File: config.mk
export PLATFORM = sky130hd
export DESIGN_NAME = ntpg_ctrl
export DESIGN_NICKNAME = d
export VERILOG_FILES = /design/src/hdl/ntpg_pkg.sv /design/src/hdl/ntpg_ctrl.sv
export SDC_FILE = /design/constraint.sdc
export NUM_CORES = 1
export LEC_CHECK = 0
export ABC_AREA = 1
export BUFFER_PORTS_ARGS = -buffer_cell sky130_fd_sc_hd__buf_2
export CAP_MARGIN = 20
export CELL_PAD_IN_SITES_DETAIL_PLACEMENT = 1
export CELL_PAD_IN_SITES_GLOBAL_PLACEMENT = 2
export CORE_ASPECT_RATIO = 1.1
export CORE_MARGIN = 2
export CORE_UTILIZATION = 19
export CTS_BUF_LIST = sky130_fd_sc_hd__clkbuf_2
export CTS_CLUSTER_DIAMETER = 150
export DETAILED_ROUTE_END_ITERATION = 12
export GPL_TIMING_DRIVEN = 0
export PLACE_DENSITY_LB_ADDON = 0.1
export SYNTH_ARGS = -nofsm -noshare
export SYNTH_HDL_FRONTEND = slang
export SYNTH_SLANG_ARGS = --single-unit
File: constraint.sdc
create_clock -name clock -period 1.35 [get_ports clock]
set_input_delay 0.2025 -clock clock [delete_from_list [all_inputs] [get_ports clock]]
set_output_delay 0.2025 -clock clock [all_outputs]
set_load 0.1 [all_outputs]
File: src/hdl/ntpg_pkg.sv
// ============================================================================
// ntpg_pkg
// Shared types and constants of the nth prime table generator.
// ============================================================================
`default_nettype none

package ntpg_pkg;

   // Default sizes of the prime table and of one stored prime.
   localparam int TABLE_DEPTH_DEFAULT = 8192;
   localparam int PRIME_WIDTH_DEFAULT = 17;

   // Width of the requested index as it arrives on the request channel.
   localparam int INDEX_WIDTH = 14;

   // Number of table entries that hold fixed seed primes.
   localparam int SEED_COUNT = 3;

   // Controller states.
   typedef enum logic [2:0] {
      ST_IDLE,
      ST_CHECK,
      ST_EXT_CHECK,
      ST_DIV_LOAD,
      ST_DIV_RUN,
      ST_TRIAL_EVAL,
      ST_RESULT,
      ST_RESULT_ERR
   } state_type;

   // Commands from the controller to the datapath.
   typedef struct packed {
      logic load_index;
      logic start_extension;
      logic begin_trials;
      logic load_divisor;
      logic read_next;
      logic reject;
      logic append;
      logic read_out;
      logic load_result;
      logic result_error;
   } cmd_type;

   // Status from the datapath to the controller.
   typedef struct packed {
      logic index_valid;
      logic covered;
      logic cand_too_big;
      logic div_busy;
      logic divisor_zero;
      logic rem_zero;
      logic square_exceeds;
      logic last_divisor;
      logic out_free;
   } status_type;

   // Seed primes held in the first table entries: 2, 3 and 5.
   function automatic logic [31:0] seed_prime(input logic [1:0] k);
      logic [31:0] value;
      case (k)
         2'd0: value = 32'd2;
         2'd1: value = 32'd3;
         2'd2: value = 32'd5;
         default: value = 32'd0;
      endcase
      return value;
   endfunction

endpackage

`default_nettype wire

File: src/hdl/ntpg_ctrl.sv
// ============================================================================
// ntpg_ctrl
// Controller of the prime generator: sequences lookups and table extension.
// ============================================================================
`default_nettype none

module ntpg_ctrl (
   input  wire logic                clock,
   input  wire logic                reset,
   input  wire logic                req_tvalid,
   output logic                     req_tready,
   input  wire ntpg_pkg::status_type status,
   output ntpg_pkg::cmd_type        cmd
);
   import ntpg_pkg::*;

   state_type state_ff, state_in;

   // State register.
   always_ff @(posedge clock) begin
      if (reset) begin
         state_ff <= ST_IDLE;
      end else begin
         state_ff <= state_in;
      end
   end

   // Next state and datapath commands.
   always_comb begin
      state_in   = state_ff;
      cmd        = '0;
      req_tready = 1'b0;
      case (state_ff)
         ST_IDLE: begin
            req_tready = 1'b1;
            if (req_tvalid) begin
               cmd.load_index = 1'b1;
               state_in       = ST_CHECK;
            end
         end
         ST_CHECK: begin
            if (!status.index_valid) begin
               state_in = ST_RESULT_ERR;
            end else if (status.covered) begin
               cmd.read_out = 1'b1;
               state_in     = ST_RESULT;
            end else begin
               cmd.start_extension = 1'b1;
               state_in            = ST_EXT_CHECK;
            end
         end
         ST_EXT_CHECK: begin
            if (status.covered) begin
               cmd.read_out = 1'b1;
               state_in     = ST_RESULT;
            end else if (status.cand_too_big) begin
               state_in = ST_RESULT_ERR;
            end else begin
               cmd.begin_trials = 1'b1;
               state_in         = ST_DIV_LOAD;
            end
         end
         ST_DIV_LOAD: begin
            cmd.load_divisor = 1'b1;
            state_in         = ST_DIV_RUN;
         end
         ST_DIV_RUN: begin
            if (!status.div_busy) begin
               state_in = ST_TRIAL_EVAL;
            end
         end
         ST_TRIAL_EVAL: begin
            if (status.divisor_zero || status.rem_zero) begin
               cmd.reject = 1'b1;
               state_in   = ST_EXT_CHECK;
            end else if (status.square_exceeds || status.last_divisor) begin
               cmd.append = 1'b1;
               state_in   = ST_EXT_CHECK;
            end else begin
               cmd.read_next = 1'b1;
               state_in      = ST_DIV_LOAD;
            end
         end
         ST_RESULT: begin
            if (status.out_free) begin
               cmd.load_result = 1'b1;
               state_in        = ST_IDLE;
            end
         end
         ST_RESULT_ERR: begin
            if (status.out_free) begin
               cmd.load_result  = 1'b1;
               cmd.result_error = 1'b1;
               state_in         = ST_IDLE;
            end
         end
         default: begin
            state_in = ST_IDLE;
         end
      endcase
   end

endmodule

`default_nettype wire

## Word level (Yosys, flattened, before mapping)

Cells that the tools add are included.

| operators by class | value |
|---|---|
| $add $sub $neg | 0 |
| multiply operators | 0 |
| divide/modulo/power cells | 0 |
| $lt $le $gt $ge | 0 |
| equality and inequality tests | 10 |
| shift operators | 0 |
| muxes and demuxes | 33 |
| bitwise gates (word level) | 0 |
| reduce and logical (&&, ||, !) cells | 5 |

Operator list:

| kind | number |
|---|---|
| two-way mux 3 bit | 8 |
| two-way mux 1 bit | 21 |
| case mux 3 bit (7 select lines) | 1 |
| equality test 3 bit (second input constant) | 4 |
| equality test 3 x 2 -> 1 bit (second input constant) | 2 |
| inequality test 2 bit (second input constant) | 2 |
| case mux 1 bit (2 select lines) | 2 |
| equality test 3 x 1 -> 1 bit (second input constant) | 1 |
| zero test 3 bit | 1 |
| AND reduction 3 bit | 1 |
| logical OR 1 bit | 2 |
| two-way mux 2 bit | 1 |
| inequality test 2 x 1 -> 1 bit (second input constant) | 1 |
| OR reduction 2 bit | 1 |

| word-level totals | value |
|---|---|
| flip-flop bits (word level) | 3 |
| latch bits | 0 |
| memory bits (writable) | 0 |
| bits in read-only memories | 0 |
| input port bits | 12 |
| memories | 0 |

## Logic depth before layout (Yosys ltp)

Gate-level depths: netlist of run 1.

| logic depth | value |
|---|---|
| depth in word-level cells | 4 |
| gate-level depth with buffers | 7 |
| depth with buffers taken out | 7 |

## Worst setup path after synthesis of run 1

Ideal clock, no wire load.

| path | value |
|---|---|
| kind | flip-flop to output port |
| start | register state_ff[2] |
| end | output port cmd[8] (netlist bit) |
| data arrival time | 3.397 ns |
| data required time | 1.148 ns |
| setup slack | -2.249 ns |
| stages on the path, launching flop included | 3 |
| cell sequence | dfxtp_1 -> buf_4 -> nor4_1 |

RTL lines:

| item | RTL line | RTL |
|---|---|---|
| start, declared | ntpg_ctrl.sv:17 | `state_type state_ff, state_in;` |
| start signal, assigned | ntpg_ctrl.sv:24 | `state_ff <= state_in;` |
| end, declared | ntpg_ctrl.sv:13 | `output ntpg_pkg::cmd_type cmd` |

==> results of run 1 <==
## per-layer routing
| layer | track usage [%] | wire length, um | vias up | share of wire [%] |
|---|---|---|---|---|
| met4 | 2.86 | 0 | 0 | 0 |
| met1 | 14.7 | 545 | 238 | 40 |
| li1 | - | - | 266 | - |
| met5 | 0 | 0 | - | 0 |
| met2 | 23.4 | 765 | 13 | 56 |
| met3 | 2.16 | 42 | 0 | 3.1 |
## critical path, stage by stage (launching register included)
cell and delay [ns]:
sky130_fd_sc_hd__dfxtp_2 0.33, sky130_fd_sc_hd__buf_6 0.14, sky130_fd_sc_hd__inv_2 0.10, sky130_fd_sc_hd__nand4_1 0.17
sky130_fd_sc_hd__nor2_4 0.15, sky130_fd_sc_hd__buf_12 0.18
## path summary, 6_finish.rpt
check                      to  slack, ns  cells past startpoint
setup / recovery       cmd[7]      -0.12                      5
hold / removal    state_ff[1]       0.27                      4
setup reg to reg  state_ff[0]      -0.01                      8
hold reg to reg   state_ff[0]       0.70                      4
## layout make-up
class / instances / area [um^2]
fill: 225 / 931
multi-input combinational: 43 / 358
timing repair buffer: 30 / 318
inverter: 17 / 72.6
sequential: 3 / 68.8
tap: 18 / 22.5
clock buffer: 4 / 20.0
buffer: 1 / 11.3
## repair_timing
item / CTS / global route
pin swaps: 2 / 1
setup buffers: 4 / 3
cloned: 1 / 0
gates resized for setup: 52 / 2
hold buffers: 0 / 0
endpoints found under the setup margin: 11 / 11
## cells by family (layout without fill, tap and decap cells)
logic type / count (synthesis) / after routing / share of synthesized area, %
buffers and inverters: 18 / 52 / 19.4
DFF: 3 / 3 / 16.3
and+or+nand+nor: 38 / 38 / 56.5
AOI/OAI and AO/OA: 5 / 5 / 7.82
## cells in the mapped netlist
| cell | count |
|---|---|
| sky130_fd_sc_hd__nor2_2 | 4 |
| sky130_fd_sc_hd__nand3_1 | 7 |
| sky130_fd_sc_hd__a21oi_1 | 3 |
| sky130_fd_sc_hd__nor3_2 | 1 |
| sky130_fd_sc_hd__nor4_1 | 1 |
| sky130_fd_sc_hd__or2_2 | 1 |
| sky130_fd_sc_hd__nor3_4 | 1 |
| sky130_fd_sc_hd__nand3_2 | 2 |
| sky130_fd_sc_hd__nor3_1 | 1 |
| sky130_fd_sc_hd__nor2_1 | 6 |
| sky130_fd_sc_hd__dfxtp_1 | 3 |
| sky130_fd_sc_hd__o21ai_0 | 1 |
| sky130_fd_sc_hd__nor3b_1 | 1 |
| sky130_fd_sc_hd__nand2_2 | 1 |
| sky130_fd_sc_hd__nand4_1 | 1 |
| sky130_fd_sc_hd__inv_1 | 15 |
| sky130_fd_sc_hd__inv_2 | 2 |
| sky130_fd_sc_hd__a21oi_2 | 1 |
| sky130_fd_sc_hd__buf_4 | 1 |
| sky130_fd_sc_hd__nand2_1 | 11 |
## per-stage QoR
| step | power (W) | TNS, ns | utilization, % |
|---|---|---|---|
| after CTS | 0.00204 | -0.623 | 46.6 |
| after global placement | 0.00148 | -0.671 | 33.5 |
| final | 0.00212 | -0.600 | 48.3 |
| after global routing | 0.00225 | -1.45 | 48.3 |
| after detailed placement | 0.00148 | -0.683 | 33.5 |
| after floorplan | 0.00128 | -1.94 | - |
## report_power, final
group          switching, W  leakage, nW  total, W  internal, W
registers         0.0000973       0.0264  0.000248     0.000151
clock network     0.0000423       0.0166  0.000120    0.0000782
logic               0.00111        0.371   0.00175     0.000642
==> out/qor.tcl, run 1 <==
set qor(worstPathMaxFanout) 5
set qor(grt_setup_unrepaired) {yes}
set qor(grt_start_max_net_pins) 7
set qor(timing.final.crit_share_pct) 109
set qor(most-common-layout-cells) {sky130_fd_sc_hd__inv_1 (12), sky130_fd_sc_hd__buf_2 (11), sky130_fd_sc_hd__nand2_1 (9), sky130_fd_sc_hd__buf_12 (9), sky130_fd_sc_hd__buf_4 (8)}
set qor(critical_path_arrival_ns) 1.27
set qor(yosysWarnings) 0
set qor(core_region_area_mm2) 0.00180
set qor(buffer_cell_driving_the_clock_tree_root) {sky130_fd_sc_hd__clkbuf_2}
set qor(timing.hold.worst.class) {in -> reg}
set qor(crit_type) {reg -> out}
set qor(clock-skew-final_ns) 0.000972
set qor(synth_cell_types) 20
set qor(num_vias) 517
set qor(hold_path.startpoint) {reset}
set qor(area_of_all_placed_cells_without_fillers_um2) 871
set qor(synth.area.top_cells) {sky130_fd_sc_hd__dfxtp_1 (16%), sky130_fd_sc_hd__inv_1 (15%), sky130_fd_sc_hd__nand2_1 (11%), sky130_fd_sc_hd__nand3_1 (9.5%), sky130_fd_sc_hd__nor2_2 (6.8%)}
set qor(cts.sinks) 3
set qor(grt_remaining_overflow) 0
set qor(slew_headroom_pct) 84.9
set qor(clk_transition_reported_paths_ns) 0.04
set qor(cellLeakagePower_nw) 0.414
set qor(reg.largest.list) {state_ff (3)}
set qor(ir_worst_vdd_uv) 1480
set qor(totalWireLength_um) 1350
set qor(largest_register_ff_count) 3
set qor(cell_area_reported_after_detailed_placement_um2) 603
set qor(worstSetupStartpoint) {state_ff[2]}
set qor(area_growth_pct) 137
set qor(global_route_wire_length_before_repair_um) 2180
set qor(number_of_instances_in_the_synthesized_netlist) 64
set qor(finalSetupViolCount) 10
set qor(holdWs_ns) 0.269
set qor(via_per_inst) 4.46
set qor(result_of_the_run) {finished with violations}
set qor(pwr_dens_mw_per_mm2) 2430
set qor(drt_iter0_markers) 0
set qor(violations_in_the_final_reports) {negative setup slack}
set qor(clock_tree.htree_level_count) 1
set qor(clkLatencyLatePin_ns) 0.19
set qor(ctsLongestPathBuffers) 2
set qor(io-pin-count) 23
set qor(largest-register) {state_ff}
set qor(die_width_um) 46.0
set qor(avgSynthCellArea_um2) 5.75
set qor(synth.yosys.seq_area_share_pct) 16.3
set qor(initial_core_util_pct) 20.4
set qor(finalNetCount) 111
set qor(dieHeight_um) 50.2
set qor(port-buffer-count) 22
set qor(minimum_setup_slack_after_placement_ns) -0.186
set qor(regToRegStartpoint) {state_ff[2]}
set qor(cap_viol_max_count) 0
set qor(floorplan.rows) 16
set qor(drc_errors) 0
set qor(floorplan.die_area_mm2) 0.00230
set qor(fmaxAchievable_mhz) 679
set qor(synth_fp_nets) 76
set qor(detail-route-antenna-nets) 0
set qor(top_cell_type_by_total_area_after_synthesis) {sky130_fd_sc_hd__dfxtp_1}
set qor(cts_tree) {yes}
set qor(cp-start-kind) {flip-flop}
set qor(synthesis_stage_register_bit_count) 3
set qor(worst_setup_margin_ns) -0.122
set qor(setup.worst_path.end_class) {primary output}
set qor(maxSlewViolCount) 0
set qor(layout-drive-gt1-share_pct) 65.3
set qor(detailedPlacementHpwl_um) 932
set qor(first_global_vias) 533
set qor(antenna_found_initial) 0
set qor(report.final.hold_viol_count) 0
set qor(finalWorstPathRequiredPeriod_ns) 1.47
set qor(dr.pass1.iters) 1
set qor(dp.cells) 104
set qor(layout_commonest_cell) {sky130_fd_sc_hd__inv_1}
set qor(cts_made_buffers) 3
set qor(post_synthesis_cell_area_um2) 368
set qor(worstPathRequired_ns) 1.15
set qor(routability_cong) 0.651
set qor(worst_tran_pin_value_ns) 0.225
set qor(insertedDiodeCount) 0
set qor(yosysTopAreaCellShare_pct) 16.3
set qor(grt_usage_pct) 12.8
set qor(routed_wire_length_per_instance_um) 11.7
set qor(final-instance-count-excl-fill) 116
Power figures use the tool's default switching activity.
==> run 2, diff against run 1 <==
--- a/config.mk
+++ b/config.mk
@@ -16,7 +16,6 @@
 export CTS_BUF_LIST = sky130_fd_sc_hd__clkbuf_2
 export CTS_CLUSTER_DIAMETER = 150
 export DETAILED_ROUTE_END_ITERATION = 12
-export GPL_TIMING_DRIVEN = 0
 export PLACE_DENSITY_LB_ADDON = 0.1
 export SYNTH_ARGS = -nofsm -noshare
 export SYNTH_HDL_FRONTEND = slang
==> run 2 against run 1 <==
The run still ends with negative setup slack left. Setup slack worse by 0.0050 ns. Via count shrank 2.1%. Non-clock buffer count up 1. Critical path type unchanged.
==> out/qor.tcl, run 2 (synthesized netlist as in run 1, its figures left out) <==
set qor(buffer_cell_driving_the_clock_tree_root) {sky130_fd_sc_hd__clkbuf_2}
set qor(grt_setup_unrepaired) {yes}
set qor(floorplan.die_area_mm2) 0.00230
set qor(largest_register_ff_count) 3
set qor(worstPathRequired_ns) 1.15
set qor(timing.hold.worst.class) {in -> reg}
set qor(num_vias) 506
set qor(dieHeight_um) 50.2
set qor(minimum_setup_slack_after_placement_ns) 0.00815
set qor(drt_iter0_markers) 2
set qor(floorplan.rows) 16
set qor(clkLatencyLatePin_ns) 0.21
set qor(cell_depth_of_the_worst_setup_path) 5
set qor(critical_path_arrival_ns) 1.27
set qor(die_width_um) 46.0
set qor(via_per_inst) 4.32
set qor(routability_cong) 0.682
set qor(rr_worst_depth) 7
set qor(fin_util_pct) 50.0
set qor(global_route_wire_length_before_repair_um) 2280
set qor(path_cells) {inv_6 > nor3_4 > inv_2 > a21oi_4 > buf_12}
set qor(detailedPlacementHpwl_um) 1120
set qor(first_global_vias) 534
set qor(cp-start-kind) {flip-flop}
set qor(worst_setup_margin_ns) -0.127
set qor(grt_usage_pct) 14.0
set qor(layout_commonest_cell) {sky130_fd_sc_hd__inv_1}
set qor(cpMaxStageDelayCell) {sky130_fd_sc_hd__dfxtp_4}
set qor(holdWs_ns) 0.253
set qor(path_buf_inv) 3
set qor(cellLeakagePower_nw) 0.421
set qor(layout-drive-gt1-share_pct) 65.7
set qor(drc_errors) 0
set qor(worst_tran_pin_value_ns) 0.263
set qor(maxSlewViolCount) 0
set qor(routed_wire_length_per_instance_um) 11.3
set qor(clock_tree.htree_level_count) 1
set qor(result_of_the_run) {finished with violations}
set qor(setup.worst_path.end_class) {primary output}
set qor(grt_start_max_net_pins) 8
set qor(clk_transition_reported_paths_ns) 0.04
set qor(nFillCells) 220
set qor(grt_remaining_overflow) 0
set qor(violations_in_the_final_reports) {negative setup slack}
set qor(area_growth_pct) 145
set qor(cpPeakStageDelay_ns) 0.39
set qor(cts_made_buffers) 3
set qor(io-pin-count) 23
set qor(insertedDiodeCount) 0
set qor(fmaxAchievable_mhz) 677
set qor(clock-skew-final_ns) 0.00403
set qor(ir_worst_vdd_uv) 1040
set qor(path_delay_family) {flip-flops}
set qor(core_region_area_mm2) 0.00180
set qor(worstPathMaxFanout) 5
set qor(ctsLongestPathBuffers) 2
set qor(cell_area_reported_after_detailed_placement_um2) 787
set qor(timing.final.crit_share_pct) 109
set qor(worst-r2r-setup-slack_ns) 0.19
set qor(report.final.hold_viol_count) 0
set qor(antenna_found_initial) 0
set qor(cts.sinks) 3
set qor(regToRegStartpoint) {state_ff[2]}
set qor(slew_headroom_pct) 82.3
set qor(crit_type) {reg -> out}
set qor(reg.largest.list) {state_ff (3)}
set qor(totalWireLength_um) 1320
set qor(pwr_dens_mw_per_mm2) 2400
set qor(timing.hold.worst_path_depth) 4
set qor(r2r_end) {state_ff[2]}
set qor(largest-register) {state_ff}
set qor(finalWorstPathRequiredPeriod_ns) 1.48
set qor(cap_viol_max_count) 0
set qor(min_delay_worst_endpoint) {state_ff[1]}
set qor(port-buffer-count) 22
set qor(dr.pass1.iters) 3
set qor(area_of_all_placed_cells_without_fillers_um2) 901
set qor(most-common-layout-cells) {sky130_fd_sc_hd__inv_1 (12), sky130_fd_sc_hd__buf_2 (11), sky130_fd_sc_hd__buf_12 (10)}
set qor(finalNetCount) 112
set qor(finalSetupViolCount) 8
set qor(detail-route-antenna-nets) 0
set qor(hold_path.startpoint) {reset}
set qor(cts_tree) {yes}
set qor(initial_core_util_pct) 20.4
[run 2: worst max-delay path by stage]
stage	to	start	slack, ns
3_3_place_gp	cmd[2]	state_ff[2]	0.04
2_1_floorplan	cmd[8]	state_ff[2]	-0.38
5_1_grt	cmd[2]	state_ff[1]	-0.22
3_5_place_dp	cmd[2]	state_ff[2]	0.008
4_1_cts	cmd[2]	state_ff[2]	-0.13
6_report	cmd[2]	state_ff[1]	-0.13
[run 2: power by group]
part,internal [W],total (W),switching [W],leakage [nW]
logic,0.000677,0.00174,0.00106,0.377
registers,0.000158,0.000293,0.000135,0.0267
clock network,0.0000782,0.000131,0.0000529,0.0166
total,0.000913,0.00217,0.00125,0.421
[run 2: worst reg2reg max path, delay by kind of cell (launching register included)]
kind | cells | cell delay, ns
DFF | 1 | 0.42
and+or+nand+nor | 4 | 0.27
buffers and inverters | 2 | 0.25
AOI/OAI and AO/OA | 1 | 0.11
[run 2: what timing repair did]
item                                    CTS  global route
gates resized for setup                  14             7
pin swaps                                 3             4
setup buffers                             2             2
hold buffers                              0             0
endpoints found under the setup margin   11            10
[run 2: layout make-up]
type,instances,area (um^2),share of cell area [%]
repair buffers,32,357,39.6
multi-input cells,43,353,39.2
inverters,17,77.6,8.61
flip-flops and latches,3,71.3,7.92
well taps,18,22.5,2.50
clock buffers,4,20.0,2.22
[run 2: per-layer routing]
metal	vias to the layer above	track usage, %	wire length [um]
met5	-	0	0
met4	0	5.71	0
met3	0	3.96	50
met2	13	22.9	740
met1	227	16.6	533
li1	266	-	-
[run 2: metrics by stage]
step / std cells / total power [W] / setup TNS [ns]
final: 117 / 0.00217 / -0.551
after detailed placement: 109 / 0.00176 / 0
after global placement: 109 / 0.00174 / 0
after floorplan: 64 / 0.00128 / -1.94
after CTS: 115 / 0.00208 / -0.689
after global routing: 117 / 0.00231 / -1.24
==> run 3, diff against run 2 <==
--- a/config.mk
+++ b/config.mk
@@ -9,10 +9,9 @@
 export BUFFER_PORTS_ARGS = -buffer_cell sky130_fd_sc_hd__buf_2
 export CAP_MARGIN = 20
 export CELL_PAD_IN_SITES_DETAIL_PLACEMENT = 1
-export CELL_PAD_IN_SITES_GLOBAL_PLACEMENT = 2
-export CORE_ASPECT_RATIO = 1.1
+export CELL_PAD_IN_SITES_GLOBAL_PLACEMENT = 1
 export CORE_MARGIN = 2
-export CORE_UTILIZATION = 19
+export CORE_UTILIZATION = 26
 export CTS_BUF_LIST = sky130_fd_sc_hd__clkbuf_2
 export CTS_CLUSTER_DIAMETER = 150
 export DETAILED_ROUTE_END_ITERATION = 12
==> constraint.sdc (replaced) <==
create_clock -name clock -period 1.35 [get_ports clock]
set_input_delay 0.0675 -clock clock [delete_from_list [all_inputs] [get_ports clock]]
set_output_delay 0.0675 -clock clock [all_outputs]
set_load 0.1 [all_outputs]
==> run 3 against run 2 <==
The run still ends with negative setup slack left. Non-clock buffer count fell by 7. Sequential share of layout area rose by 0.64 points. Combinational power fell by 9%. Die area fell by 25%. Clock power rose by 11%. First-iteration DRC count rose to 5.0 times the previous value. Total power fell by 5.1%. Highest routed layer is now met4.
==> out/qor.tcl, run 3 (synthesized netlist as in run 1, its figures left out) <==
set qor(area_growth_pct) 127
set qor(timing.hold.worst_path_depth) 4
set qor(port-buffer-count) 22
set qor(global_route_wire_length_before_repair_um) 2350
set qor(setup.worst_path.end_class) {primary output}
set qor(initial_core_util_pct) 27.9
set qor(detailedPlacementHpwl_um) 936
set qor(timing.hold.worst.class) {in -> reg}
set qor(clkLatencyLatePin_ns) 0.23
set qor(layout-drive-gt1-share_pct) 60.9
set qor(routability_cong) 0.797
set qor(drc_errors) 0
set qor(ir_worst_vdd_uv) 1450
set qor(cap_viol_max_count) 0
set qor(finalWorstPathRequiredPeriod_ns) 1.37
set qor(dp.cells) 100
set qor(clock_tree.htree_level_count) 1
set qor(path_cells) {inv_8 > nand2_8 > nor2_4 > nand2_2 > a21oi_4 > buf_12}
set qor(area_of_all_placed_cells_without_fillers_um2) 833
set qor(final-instance-count-excl-fill) 107
set qor(via_per_inst) 4.78
set qor(crit_type) {reg -> out}
set qor(floorplan.die_area_mm2) 0.00173
set qor(cell_area_reported_after_detailed_placement_um2) 748
set qor(drt_iter0_markers) 10
set qor(worstPathMaxFanout) 5
set qor(reg.largest.list) {state_ff (3)}
set qor(nFillCells) 164
set qor(grt_usage_pct) 17.6
set qor(worst_setup_margin_ns) -0.0237
set qor(largest_register_ff_count) 3
set qor(rr_worst_depth) 7
set qor(slew_headroom_pct) 82.2
set qor(path_buf_inv) 2
set qor(violations_in_the_final_reports) {negative setup slack}
set qor(cts_tree) {yes}
set qor(first_global_vias) 534
set qor(minimum_setup_slack_after_placement_ns) 0.131
set qor(worst-r2r-setup-slack_ns) 0.17
set qor(cpPeakStageDelay_ns) 0.38
set qor(report.final.hold_viol_count) 0
set qor(dieHeight_um) 41.6
set qor(floorplan.rows) 13
set qor(cp-start-kind) {flip-flop}
set qor(worst_tran_pin_value_ns) 0.264
set qor(num_vias) 511
set qor(routed_wire_length_per_instance_um) 14.2
set qor(fmaxAchievable_mhz) 728
set qor(layout_commonest_cell) {sky130_fd_sc_hd__inv_1}
set qor(maxSlewViolCount) 0
set qor(critical_path_arrival_ns) 1.31
set qor(totalWireLength_um) 1520
set qor(finalNetCount) 105
set qor(most-common-layout-cells) {sky130_fd_sc_hd__inv_1 (14), sky130_fd_sc_hd__buf_2 (11), sky130_fd_sc_hd__buf_12 (11)}
set qor(regToRegStartpoint) {state_ff[1]}
set qor(cts_made_buffers) 3
set qor(worstSetupStartpoint) {state_ff[1]}
set qor(critPathCapture) {cmd[2]}
set qor(ctsLongestPathBuffers) 2
set qor(path_delay_family) {flip-flops}
set qor(cts.sinks) 3
set qor(grt_start_max_net_pins) 9
set qor(pwr_dens_mw_per_mm2) 2460
set qor(largest-register) {state_ff}
set qor(r2r_end) {state_ff[2]}
set qor(clk_transition_reported_paths_ns) 0.05
set qor(timing.final.crit_share_pct) 102
set qor(cpMaxStageDelayCell) {sky130_fd_sc_hd__dfxtp_4}
set qor(detail-route-antenna-nets) 0
set qor(buffer_cell_driving_the_clock_tree_root) {sky130_fd_sc_hd__clkbuf_2}
set qor(die_width_um) 41.6
set qor(worstPathRequired_ns) 1.28
set qor(antenna_found_initial) 0
set qor(dr.pass1.iters) 2
set qor(insertedDiodeCount) 0
set qor(cell_depth_of_the_worst_setup_path) 6
set qor(grt_remaining_overflow) 0
set qor(grt_setup_unrepaired) {yes}
set qor(result_of_the_run) {finished with violations}
set qor(io-pin-count) 23
set qor(finalSetupViolCount) 4
set qor(cellLeakagePower_nw) 0.390
set qor(clock-skew-final_ns) 0.00821
set qor(core_region_area_mm2) 0.00132
set qor(cts.hold.buffers_added) 0
==> run 3: cell types whose count changed in the layout (fill, tap and decap cells not counted), moves of 2 or more <==
cell,before,now
sky130_fd_sc_hd__inv_4,2,0
sky130_fd_sc_hd__inv_1,12,14
sky130_fd_sc_hd__buf_6,3,0
sky130_fd_sc_hd__buf_4,7,3
==> run 3: report_power, final <==
group	switching, W	leakage (nW)	internal (W)
logic	0.00103	0.347	0.000546
clock network	0.0000673	0.0166	0.0000783
registers	0.000172	0.0267	0.000158
total	0.00127	0.390	0.000782
==> run 3: per-layer routing <==
layer / vias up / share of wire [%] / GRT usage [%]
met4: 0 / 0.99 / 9.03
met5: - / 0 / 0
met3: 2 / 5.1 / 3.91
li1: 253 / - / -
met2: 18 / 57 / 32.2
met1: 238 / 36 / 18.4
==> run 3: timing repair <==
item,4_1_cts,5_1_grt
endpoints found under the setup margin,8,6
resized for setup,10,2
buffers inserted,1,2
pin swaps,3,4
==> run 3: tightest hold or removal path: stages <==
cell and delay (ns):
sky130_fd_sc_hd__buf_2 0.08, sky130_fd_sc_hd__inv_1 0.06, sky130_fd_sc_hd__nand2_1 0.08, sky130_fd_sc_hd__inv_1 0.03
==> run 3: metrics by stage <==
step	hold WS [ns]	TNS, ns	power [W]	utilization [%]
after floorplan	0.225	-0.979	0.00128	-
after global placement	0.322	0	0.00166	56.8
after detailed placement	0.336	0	0.00167	56.8
after CTS	0.0910	-0.0144	0.00193	61.3
after global routing	0.132	-0.380	0.00215	63.2
final	0.130	-0.0842	0.00205	63.2
==> run 3: how the worst min path moves through the flow <==
| stage | startpoint | to |
|---|---|---|
| 4_1_cts | reset | state_ff[2] |
| 3_5_place_dp | reset | state_ff[1] |
| 3_3_place_gp | reset | state_ff[1] |
| 5_1_grt | reset | state_ff[0] |
| 6_report | reset | state_ff[1] |
| 2_1_floorplan | reset | state_ff[1] |
==> run 3: cell type report <==
| type | count | area [um^2] | area share (%) |
|---|---|---|---|
| clock buffers | 4 | 20.0 | 2.40 |
| flip-flops and latches | 3 | 71.3 | 8.56 |
| well taps | 15 | 18.8 | 2.25 |
| multi-input cells | 43 | 354 | 42.5 |
| repair buffers | 25 | 298 | 35.7 |
| inverters | 17 | 71.3 | 8.56 |
